## src/rtl/core/utf8_to_ucs2_decoder_assert.svh

```systemverilog
// Assertion macros for the decoder RTL.
`ifndef UTF8_TO_UCS2_DECODER_ASSERT_SVH
`define UTF8_TO_UCS2_DECODER_ASSERT_SVH

// Same-cycle implication, disabled while reset is high.
`define UTF8DEC_ASSERT_NOW(label, clk, rst, ante, cons, msg) \
   label: assert property (@(posedge clk) disable iff (rst) (ante) |-> (cons)) \
      else $error(msg);

// Next-cycle implication, disabled while reset is high.
`define UTF8DEC_ASSERT_NEXT(label, clk, rst, ante, cons, msg) \
   label: assert property (@(posedge clk) disable iff (rst) (ante) |=> (cons)) \
      else $error(msg);

`endif

```

## src/rtl/core/utf8dec_pkg.sv

```systemverilog
package utf8dec_pkg;

   typedef enum logic [3:0] {
      PH_LEAD       = 4'b0001,
      PH_TWO_LAST   = 4'b0010,
      PH_THREE_MID  = 4'b0100,
      PH_THREE_LAST = 4'b1000
   } phase_type;

   localparam logic [7:0] ASCII_LIMIT = 8'h80;
   localparam logic [7:0] LEAD4_MIN   = 8'hF0;
   localparam logic [7:0] LEAD2_MASK  = 8'hE0;
   localparam logic [7:0] LEAD2_CODE  = 8'hC0;
   localparam logic [7:0] CONT_MASK   = 8'hC0;
   localparam logic [7:0] CONT_CODE   = 8'h80;
   localparam logic [7:0] TERMINATOR  = 8'h00;

   typedef struct packed {
      logic        emit;
      logic [15:0] code_unit;
      logic        end_of_string;
      logic        bad_sequence;
   } result_type;

endpackage

```

## src/rtl/core/utf8dec_fsm.sv

```systemverilog
module utf8dec_fsm (
   input  logic                    clock,
   input  logic                    reset,
   input  logic                    advance,
   input  logic [7:0]              in_byte,
   output utf8dec_pkg::result_type result
);

   utf8dec_pkg::phase_type phase_ff, phase_in;
   logic [9:0]             partial_ff, partial_in;
   logic                   skipping_ff, skipping_in;
   logic                   cont_ok;
   logic                   term_seen;
   logic                   state_idle;
   logic                   reset_state;
   logic                   flagged;
   logic                   flag_ok;
   logic                   error_seen;

   assign cont_ok = (in_byte & utf8dec_pkg::CONT_MASK) == utf8dec_pkg::CONT_CODE;

   always_comb begin
      result      = '0;
      phase_in    = phase_ff;
      partial_in  = partial_ff;
      skipping_in = skipping_ff;
      if (in_byte == utf8dec_pkg::TERMINATOR) begin
         result.emit          = 1'b1;
         result.end_of_string = 1'b1;
         result.bad_sequence  = !skipping_ff && (phase_ff != utf8dec_pkg::PH_LEAD);
         phase_in             = utf8dec_pkg::PH_LEAD;
         partial_in           = '0;
         skipping_in          = 1'b0;
      end else if (!skipping_ff) begin
         unique case (phase_ff) inside
            utf8dec_pkg::PH_LEAD: begin
               if (in_byte < utf8dec_pkg::ASCII_LIMIT) begin
                  result.emit      = 1'b1;
                  result.code_unit = {8'h00, in_byte};
               end else if (in_byte >= utf8dec_pkg::LEAD4_MIN) begin
                  result.emit         = 1'b1;
                  result.bad_sequence = 1'b1;
                  skipping_in         = 1'b1;
                  partial_in          = '0;
               end else if ((in_byte & utf8dec_pkg::LEAD2_MASK) == utf8dec_pkg::LEAD2_CODE) begin
                  partial_in = {5'b00000, in_byte[4:0]};
                  phase_in   = utf8dec_pkg::PH_TWO_LAST;
               end else begin
                  partial_in = {6'b000000, in_byte[3:0]};
                  phase_in   = utf8dec_pkg::PH_THREE_MID;
               end
            end
            utf8dec_pkg::PH_TWO_LAST, utf8dec_pkg::PH_THREE_MID,
            utf8dec_pkg::PH_THREE_LAST: begin
               if (!cont_ok) begin
                  result.emit         = 1'b1;
                  result.bad_sequence = 1'b1;
                  skipping_in         = 1'b1;
                  phase_in            = utf8dec_pkg::PH_LEAD;
                  partial_in          = '0;
               end else if (phase_ff == utf8dec_pkg::PH_THREE_MID) begin
                  partial_in = {partial_ff[3:0], in_byte[5:0]};
                  phase_in   = utf8dec_pkg::PH_THREE_LAST;
               end else begin
                  result.emit      = 1'b1;
                  result.code_unit = {partial_ff, in_byte[5:0]};
                  phase_in         = utf8dec_pkg::PH_LEAD;
                  partial_in       = '0;
               end
            end
            default: begin
               phase_in   = utf8dec_pkg::PH_LEAD;
               partial_in = '0;
            end
         endcase
      end
   end

   always_ff @(posedge clock) begin
      if (reset) begin
         phase_ff    <= utf8dec_pkg::PH_LEAD;
         partial_ff  <= '0;
         skipping_ff <= 1'b0;
      end else if (advance) begin
         phase_ff    <= phase_in;
         partial_ff  <= partial_in;
         skipping_ff <= skipping_in;
      end
   end

   assign term_seen   = advance && (in_byte == utf8dec_pkg::TERMINATOR);
   assign state_idle  = (phase_ff == utf8dec_pkg::PH_LEAD) && (partial_ff == '0);
   assign reset_state = state_idle && !skipping_ff;
   assign flagged     = result.end_of_string || result.bad_sequence;
   assign flag_ok     = result.emit && (result.code_unit == 16'h0000);
   assign error_seen  = advance && result.bad_sequence && !result.end_of_string;

`include "utf8_to_ucs2_decoder_assert.svh"

   `UTF8DEC_ASSERT_NEXT(a_term_clears, clock, reset, term_seen, reset_state, "no clear at end")
   `UTF8DEC_ASSERT_NOW(a_skip_in_lead, clock, reset, skipping_ff, state_idle, "skip not in lead")
   `UTF8DEC_ASSERT_NOW(a_flag_unit_zero, clock, reset, flagged, flag_ok, "flag with unit")
   `UTF8DEC_ASSERT_NEXT(a_error_skips, clock, reset, error_seen, skipping_ff, "skip not set")

endmodule

```

## src/rtl/core/utf8_to_ucs2_decoder.sv

```systemverilog
// UTF-8 to UCS-2 decoder.
// Input channel: req_valid / req_stall carry one byte of a zero-terminated
// UTF-8 string in req_in_byte. Output channel: rsp_valid / rsp_stall carry
// one 16-bit code unit with rsp_end_of_string and rsp_bad_sequence flags.
// A word moves at a rising edge with valid high and stall low.
// Each byte passes an input register, then the decode step, then the result
// register: a result word is held in the result register once its byte has
// been decoded, and leaves when rsp_stall is low. Lead bytes of two- and three-
// byte sequences and middle bytes of a sequence give no result word.
// Throughput is one byte per cycle while the receiver does not stall, set by
// the combinational decode step and its state registers; a byte is taken
// while the result register holds an earlier word leaving in the same cycle.
// A lead of 0xF0 or above, or a bad continuation byte, gives one word with
// rsp_bad_sequence set; later bytes are dropped until the zero byte, which
// gives the end word and returns the decoder to its reset state.
// When the receiver stalls, the result word holds and req_stall rises once
// the input register is full. Synchronous reset empties both registers and
// puts the decoder in the lead-byte phase.
module utf8_to_ucs2_decoder (
   input  logic        clock,
   input  logic        reset,
   input  logic        req_valid,
   output logic        req_stall,
   input  logic [7:0]  req_in_byte,
   output logic        rsp_valid,
   input  logic        rsp_stall,
   output logic [15:0] rsp_code_unit,
   output logic        rsp_end_of_string,
   output logic        rsp_bad_sequence
);

   logic                    in_valid_ff;
   logic [7:0]              in_byte_ff;
   logic                    out_valid_ff, out_valid_in;
   logic [15:0]             out_code_unit_ff;
   logic                    out_end_ff;
   logic                    out_bad_ff;
   logic                    out_free;
   logic                    advance;
   utf8dec_pkg::result_type result;

   assign out_free  = !out_valid_ff || !rsp_stall;
   assign advance   = in_valid_ff && out_free;
   assign req_stall = in_valid_ff && !out_free;

   utf8dec_fsm u_fsm (
      .clock   (clock),
      .reset   (reset),
      .advance (advance),
      .in_byte (in_byte_ff),
      .result  (result)
   );

   assign out_valid_in = advance && result.emit;

   always_ff @(posedge clock) begin
      if (reset) begin
         in_valid_ff <= 1'b0;
      end else if (!req_stall) begin
         in_valid_ff <= req_valid;
      end
   end

   always_ff @(posedge clock) begin
      if (!req_stall && req_valid) begin
         in_byte_ff <= req_in_byte;
      end
   end

   always_ff @(posedge clock) begin
      if (reset) begin
         out_valid_ff <= 1'b0;
      end else if (out_free) begin
         out_valid_ff <= out_valid_in;
      end
   end

   always_ff @(posedge clock) begin
      if (out_free && out_valid_in) begin
         out_code_unit_ff <= result.code_unit;
         out_end_ff       <= result.end_of_string;
         out_bad_ff       <= result.bad_sequence;
      end
   end

   assign rsp_valid         = out_valid_ff;
   assign rsp_code_unit     = out_code_unit_ff;
   assign rsp_end_of_string = out_end_ff;
   assign rsp_bad_sequence  = out_bad_ff;

endmodule
```

## config.mk

```make
export PLATFORM = sky130hd
export DESIGN_NAME = utf8_to_ucs2_decoder
export DESIGN_NICKNAME = d
export VERILOG_FILES = /design/src/rtl/core/utf8dec_pkg.sv /design/src/rtl/core/utf8dec_fsm.sv /design/src/rtl/core/utf8_to_ucs2_decoder.sv
export VERILOG_INCLUDE_DIRS = /design/src /design/src/rtl/core
export SDC_FILE = /design/constraint.sdc
export NUM_CORES = 1
export LEC_CHECK = 0
export BUFFER_PORTS_ARGS = -buffer_cell sky130_fd_sc_hd__clkbuf_2
export CAP_MARGIN = 20
export CORE_AREA = 3 3 51 88
export DETAILED_ROUTE_END_ITERATION = 12
export DIE_AREA = 0 0 54 91
export GPL_TIMING_DRIVEN = 0
export PLACE_DENSITY = 0.7
export SYNTH_ARGS = -nofsm -noshare
export SYNTH_HDL_FRONTEND = slang
export SYNTH_SLANG_ARGS = --single-unit
```

## constraint.sdc

```tcl
create_clock -name clock -period 3 [get_ports clock]
set_clock_uncertainty 0.15 [all_clocks]
set_input_delay 0.6 -clock clock [delete_from_list [all_inputs] [get_ports clock]]
set_output_delay 0.6 -clock clock [all_outputs]
set_load 0.1 [all_outputs]
```

# ---- After elaboration in Yosys (flattened, before gate mapping)
# Cells that the tools add are included.
dict set report totals {
  reg_bits 43
  latch_bits 0
  mem_bits_rw 0
  romBits 0
  inputBits 12
  memories 0
}
dict set report classes {
  n_addsub 0
  n_mul 0
  div_mod_pow 0
  order_cmp 2
  eq_ne 10
  shifts 0
  mux 33
  bitwise 0
  n_reduce_logical 17
}
# cell count
set ops {}
lappend ops {{two-way mux 10 bit} 6}
lappend ops {{two-way mux 17 bit} 2}
lappend ops {{case mux 17 bit (2 select lines)} 1}
lappend ops {{two-way mux 4 bit} 6}
lappend ops {{case mux 10 bit (2 select lines)} 1}
lappend ops {{two-way mux 16 bit} 1}
lappend ops {{two-way mux 1 bit} 11}
lappend ops {{greater-or-equal comparator 8 bit, second input constant} 1}
lappend ops {{logical NOT 8 bit} 1}
lappend ops {{less-than comparator 8 bit, second input constant} 1}
lappend ops {{two-way mux 8 bit} 1}
lappend ops {{case mux 4 bit (2 select lines)} 1}
lappend ops {{logical AND 1 bit} 6}
lappend ops {{!= test 3 x 2 -> 1 bit, second input constant} 2}
lappend ops {{logical NOT 1 bit} 5}
lappend ops {{two-way mux 5 bit} 1}
lappend ops {{equality test 4 x 1 -> 1 bit, second input constant} 1}
lappend ops {{equality test 4 x 2 -> 1 bit, second input constant} 1}
lappend ops {{equality test 4 x 3 -> 1 bit, second input constant} 1}
lappend ops {{equality test 4 bit, second input constant} 1}
lappend ops {{!= test 4 x 1 -> 1 bit, second input constant} 1}
lappend ops {{AND reduction 4 bit} 1}
lappend ops {{equality test 3 bit, second input constant} 1}
lappend ops {{two-way mux 3 bit} 1}
lappend ops {{7 further kinds} 7}

# ---- Depth between registers and ports, before layout
dict set report depth {
  depth_word 8
  mapped_depth 6
}

# ---- Hierarchy
# A second synthesis with hierarchy kept.
dict set report hier_totals {
  hier_cells 168
  hier_area_um2 1906.8
}
# module instances cells_per_inst area_each_um2 seq_area_each_um2
set modules_own_cells {}
lappend modules_own_cells {utf8dec_fsm 1 130 1032.2 300.3}
lappend modules_own_cells {utf8_to_ucs2_decoder 1 38 874.6 820.8}

# ---- Least setup slack after synthesis
# OpenSTA, ideal clock, no wires.
dict set report synth_timing {
  kind {flip-flop to flip-flop}
  start {register out_valid_ff, in the netlist rsp_valid}
  end {register in_byte_ff[0], enable pin}
  setup_ns 0.337
  arrival_time_ns 2.235
  required_ns 2.513
  path_slack_ns 0.278
  stages_incl_launch_ff 3
  period_less_slack_ns 2.722
  path_cell_list {dfxtp_1 -> and3_1 -> nor2b_1}
}
dict set report synth_via {
  elab_chain_len 6
}
# item line
set synth_rtl {}
lappend synth_rtl {{start: declaration} utf8_to_ucs2_decoder.sv:34} ;# logic out_valid_ff, out_valid_in;
lappend synth_rtl {{start signal: assignment} utf8_to_ucs2_decoder.sv:74} ;# out_valid_ff <= out_valid_in;
lappend synth_rtl {{logical NOT 1 bit} utf8_to_ucs2_decoder.sv:42} ;# assign out_free = !out_valid_ff || !rsp_stall;
lappend synth_rtl {{logical OR 1 bit} utf8_to_ucs2_decoder.sv:42}
lappend synth_rtl {{logical NOT 1 bit} utf8_to_ucs2_decoder.sv:44} ;# assign req_stall = in_valid_ff && !out_free;
lappend synth_rtl {{logical AND 1 bit} utf8_to_ucs2_decoder.sv:44}
lappend synth_rtl {{net req_stall} utf8_to_ucs2_decoder.sv:23} ;# output logic req_stall,
lappend synth_rtl {{logical NOT 1 bit} utf8_to_ucs2_decoder.sv:65} ;# if (!req_stall && req_valid) begin
lappend synth_rtl {{logical AND 1 bit} utf8_to_ucs2_decoder.sv:65}
lappend synth_rtl {{end signal: assignment} utf8_to_ucs2_decoder.sv:66} ;# in_byte_ff <= req_in_byte;
lappend synth_rtl {{end: declaration} utf8_to_ucs2_decoder.sv:33} ;# logic [7:0] in_byte_ff;
# The timed path passes the listed nets, and every way through them passes these cells.
# A chain may end at the register's enable or synchronous reset.

# ---- Worst setup path after layout
dict set report layout_timing {
  start {register u_fsm.phase_ff[2]}
  end {register out_code_unit_ff[13], in the netlist rsp_code_unit[13], enable pin}
}
dict set report layout_via {
  elab_chain_len 8
}
# item line
set layout_rtl {}
lappend layout_rtl {{start: declaration} utf8dec_fsm.sv:9} ;# utf8dec_pkg::phase_type phase_ff, phase_in;
lappend layout_rtl {{start signal: assignment} utf8dec_fsm.sv:81} ;# phase_ff <= utf8dec_pkg::PH_LEAD;
lappend layout_rtl {{start signal: assignment} utf8dec_fsm.sv:85} ;# phase_ff <= phase_in;
lappend layout_rtl {{equality test 4 x 3 -> 1 bit} utf8dec_fsm.sv:61} ;# end else if (phase_ff == utf8dec_pkg::PH_THREE_MID) begin
lappend layout_rtl {{two-way mux 17 bit} utf8dec_fsm.sv:61}
lappend layout_rtl {{two-way mux 1 bit} utf8dec_fsm.sv:55} ;# if (!cont_ok) begin
lappend layout_rtl {{case mux 17 bit (2 select lines) *} utf8dec_fsm.sv:35} ;# unique case (phase_ff) inside
lappend layout_rtl {{two-way mux 17 bit *} utf8dec_fsm.sv:34} ;# end else if (!skipping_ff) begin
lappend layout_rtl {{two-way mux 1 bit *} utf8dec_fsm.sv:27} ;# if (in_byte == utf8dec_pkg::TERMINATOR) begin
lappend layout_rtl {{logical AND 1 bit *} utf8_to_ucs2_decoder.sv:54} ;# assign out_valid_in = advance && result.emit;
lappend layout_rtl {{logical AND 1 bit *} utf8_to_ucs2_decoder.sv:79} ;# if (out_free && out_valid_in) begin
lappend layout_rtl {{end signal: assignment} utf8_to_ucs2_decoder.sv:80} ;# out_code_unit_ff <= result.code_unit;
lappend layout_rtl {{end: declaration} utf8_to_ucs2_decoder.sv:35} ;# logic [15:0] out_code_unit_ff;
# Every way passes the cells marked *; elsewhere a longest branch is shown, timed or not.

==> results.cfg <==
[layout]
multiInputGateArea_um2 = 726
drive_above_1_share = 0.226
n_antenna_cell = 0
synthToLayoutAreaGrowth_pct = 16.2
fin_nets = 219
fill_cells = 327
seqCellArea_um2 = 1120

[timing]
fin_crit_ps = 2580
grt_setup_unrepaired = no
hold_viol = 0
fin_tns_setup_ps = 0
finalCritPeriodShare = 0.860
fin_ws_ps = 420
slew_viol_final = 0
setup_viol_count_final = 0
worst_pin_slew_ps = 634
max_freq_mhz = 388
slew_headroom = 0.576

[routing]
wire_per_inst_um = 14.9
num_vias = 1427
drtIter0Drc = 60
via_per_inst = 5.57
drc = 0
firstDrtPassIters = 4
ant_nets = 0
wl_mm = 3.82

[synth]
synth-seq-cells = 43
syn-num-nets = 182
netlist_area_um2 = 1900
syn_avg_cell_area_um2 = 11.2
yosys_warnings = 0
yosys.area.top_type = edfxtp_1
synth_top_area_frac = 0.412
syn_inst = 170
ys_seq_area_frac = 0.591
yosysUniqueCellTypes = 41
synth_area_leaders = edfxtp_1 41%, dfxtp_1 18%, and2_1 5.0%

[global_routing]
grt_start_max_net_pins = 19
grt_pass1_wl_mm = 6.24
antenna_found_initial = 0
grt_use_total = 0.173
grt_pass1_vias = 1320
gr-total-overflow = 0

[outcome]
status = complete, no violations

[worst_setup_path]
r2r_end = rsp_code_unit[13]
endpoint_kind = flop
reg2reg_slack_ps = 420
critPathBufInv = 1
critPathTopFamily = simple AND/OR/NAND/NOR gates
worst_ep_arrival_time_ps = 2360
crit_path_max_incr_delay_ps = 540
r2r_cells = 6
crit_required_ps = 2780
critical_path_class = flop to flop
cp-start-kind = flop
critPathMaxFanout = 18
r2r_start = u_fsm.phase_ff[2]
cpMaxStageDelayCell = a21oi_4
cp_cell_sequence = buf_2 > nor4b_1 > a211oi_1 > nor2_1 > nand2_1 > a21oi_4

[floorplan]
die_h_um = 91
die_w_um = 54
fp.coreArea_um2 = 3870
core.rowCount = 30
initial_core_util = 0.490
die_area_um2 = 4910
ioPinCount = 32

[job]
cap_violations = 0

[min_path]
holdPathEnd = u_fsm.partial_ff[9]
min-delay-start = u_fsm.partial_ff[9]
holdPathStages = 2
hold_path_class = flop to flop

[clock_network]
h-tree-depth = 2
post_cts_buffers = 0
clk_pin_slew_ps = 70
clockBufferDepth = 2
clk_latency_ps = 290
numCtsBuffers = 5
cts_tree = built
cts-root-buf = clkbuf_8
cts_num_sinks = 43

[place]
post-dp-hpwl_mm = 2.88
io_buffers = 30
place_congestion = 0.946
place_ws_ps = 248

[pwr]
p_per_area_nw_per_um2 = 548
p_leak_nw = 0.811
total_power_w = 0.00121
ir_drop_mv = 0.360
[state kept, by name, summed over array words and instances (netlist names)]
signal             flops
rsp_end_of_string      1
u_fsm.skipping_ff      1
in_byte_ff             8
rsp_code_unit         16
u_fsm.phase_ff         4
in_valid_ff            1
rsp_bad_sequence       1
rsp_valid              1
u_fsm.partial_ff      10
[synth_stat cells, drive strengths merged]
master  instances
or2             1
o21a            1
nand3          11
o22ai           1
a32oi           1
o31ai           1
dfxtp          17
nor4b           3
a21oi           6
a31oi           3
a21o            1
nand2           8
a311oi          1
a211oi          3
and3            2
nor3            4
or3b            1
nor2           10
a22oi           1
buf             6
mux2i           1
xnor2           2
o32ai           1
inv             2
nor3b           1
o32a            1
nor4            4
and2           15
o21ai          11
xor2            1
nand4           1
nand3b          1
edfxtp         26
nor2b           4
clkbuf          2
nand2b         15
[repair_timing]
item                       in CTS  in global routing
resized for setup               0                  1
hold buffers                    0                  0
setup endpoints to repair       0                  7
[report_power, final]
part | internal, W | leakage [nW] | total, W | switching [W]
registers | 0.000652 | 0.382 | 0.000668 | 0.0000158
clock network | 0.000162 | 0.0412 | 0.000344 | 0.000182
logic | 0.0000472 | 0.388 | 0.000194 | 0.000147
[routing by layer]
layer / part of all wire / GRT usage
met1: 0.36 / 0.186
met3: 0.047 / 0.0312
met4: 0.037 / 0.106
met2: 0.55 / 0.295
met5: 0 / 0
[cell type report]
| type | instances | area share |
|---|---|---|
| tap | 48 | 0.0273 |
| sequential | 43 | 0.509 |
| multi-input combinational | 117 | 0.330 |
| inverter | 2 | 0.00341 |
| buffer | 8 | 0.0239 |
| clock inverter | 2 | 0.00568 |
| clock buffer | 6 | 0.0330 |
| timing repair buffer | 30 | 0.0682 |
[stage by stage]
step	hold WS, ps	area (um2)	utilization	instances
final	317	2200	0.570	256
after global routing	320	2200	0.570	256
after CTS	320	2190	0.568	256
after detailed placement	309	2110	0.546	248
after global placement	301	2110	0.545	248
after floorplan	288	1900	-	170
[worst register-to-register path: cells and delay by family, from the launching register on]
kind            cells  cell delay (ps)
simple gates        3              880
compound gates      2              670
flops               1              330
buf+inv             1              180
[kinds of logic after synthesis]
family / after synthesis / synth area share
buffers and inverters: 10 / 0.0317
AO/OA/AOI/OAI: 32 / 0.111
XOR/XNOR: 3 / 0.0139
multiplexers: 1 / 0.00528
flip-flops: 43 / 0.591
AND/OR/NAND/NOR: 81 / 0.247
[layout by cell type, fill, tap and decap left out, types with 3 or more instances in the layout]
cell type,synthesis,layout
nor2_1,10,10
a31oi_1,3,3
nor4_1,3,3
nand2b_1,15,15
a211oi_1,3,3
nor3_1,4,4
a21oi_1,5,4
nand2_1,8,8
buf_2,3,3
clkbuf_2,0,30
clkbuf_8,0,5
nor2b_1,4,4
edfxtp_1,26,26
nand3_1,11,11
clkbuf_1,2,3
o21ai_1,11,11
dfxtp_1,17,17
and2_1,15,15
[worst max path at each step]
| stage | startpoint | endpoint | cells after the start |
|---|---|---|---|
| final | u_fsm.phase_ff[2] | rsp_code_unit[13] | 6 |
| after global routing | u_fsm.phase_ff[2] | rsp_code_unit[13] | 6 |
| after CTS | u_fsm.phase_ff[2] | rsp_end_of_string | 6 |
| after detailed placement | u_fsm.phase_ff[2] | rsp_bad_sequence | 6 |
| after global placement | u_fsm.phase_ff[2] | rsp_code_unit[5] | 6 |
| after floorplan | rsp_valid | in_byte_ff[0] | 2 |
Power figures use the tool's default switching activity.
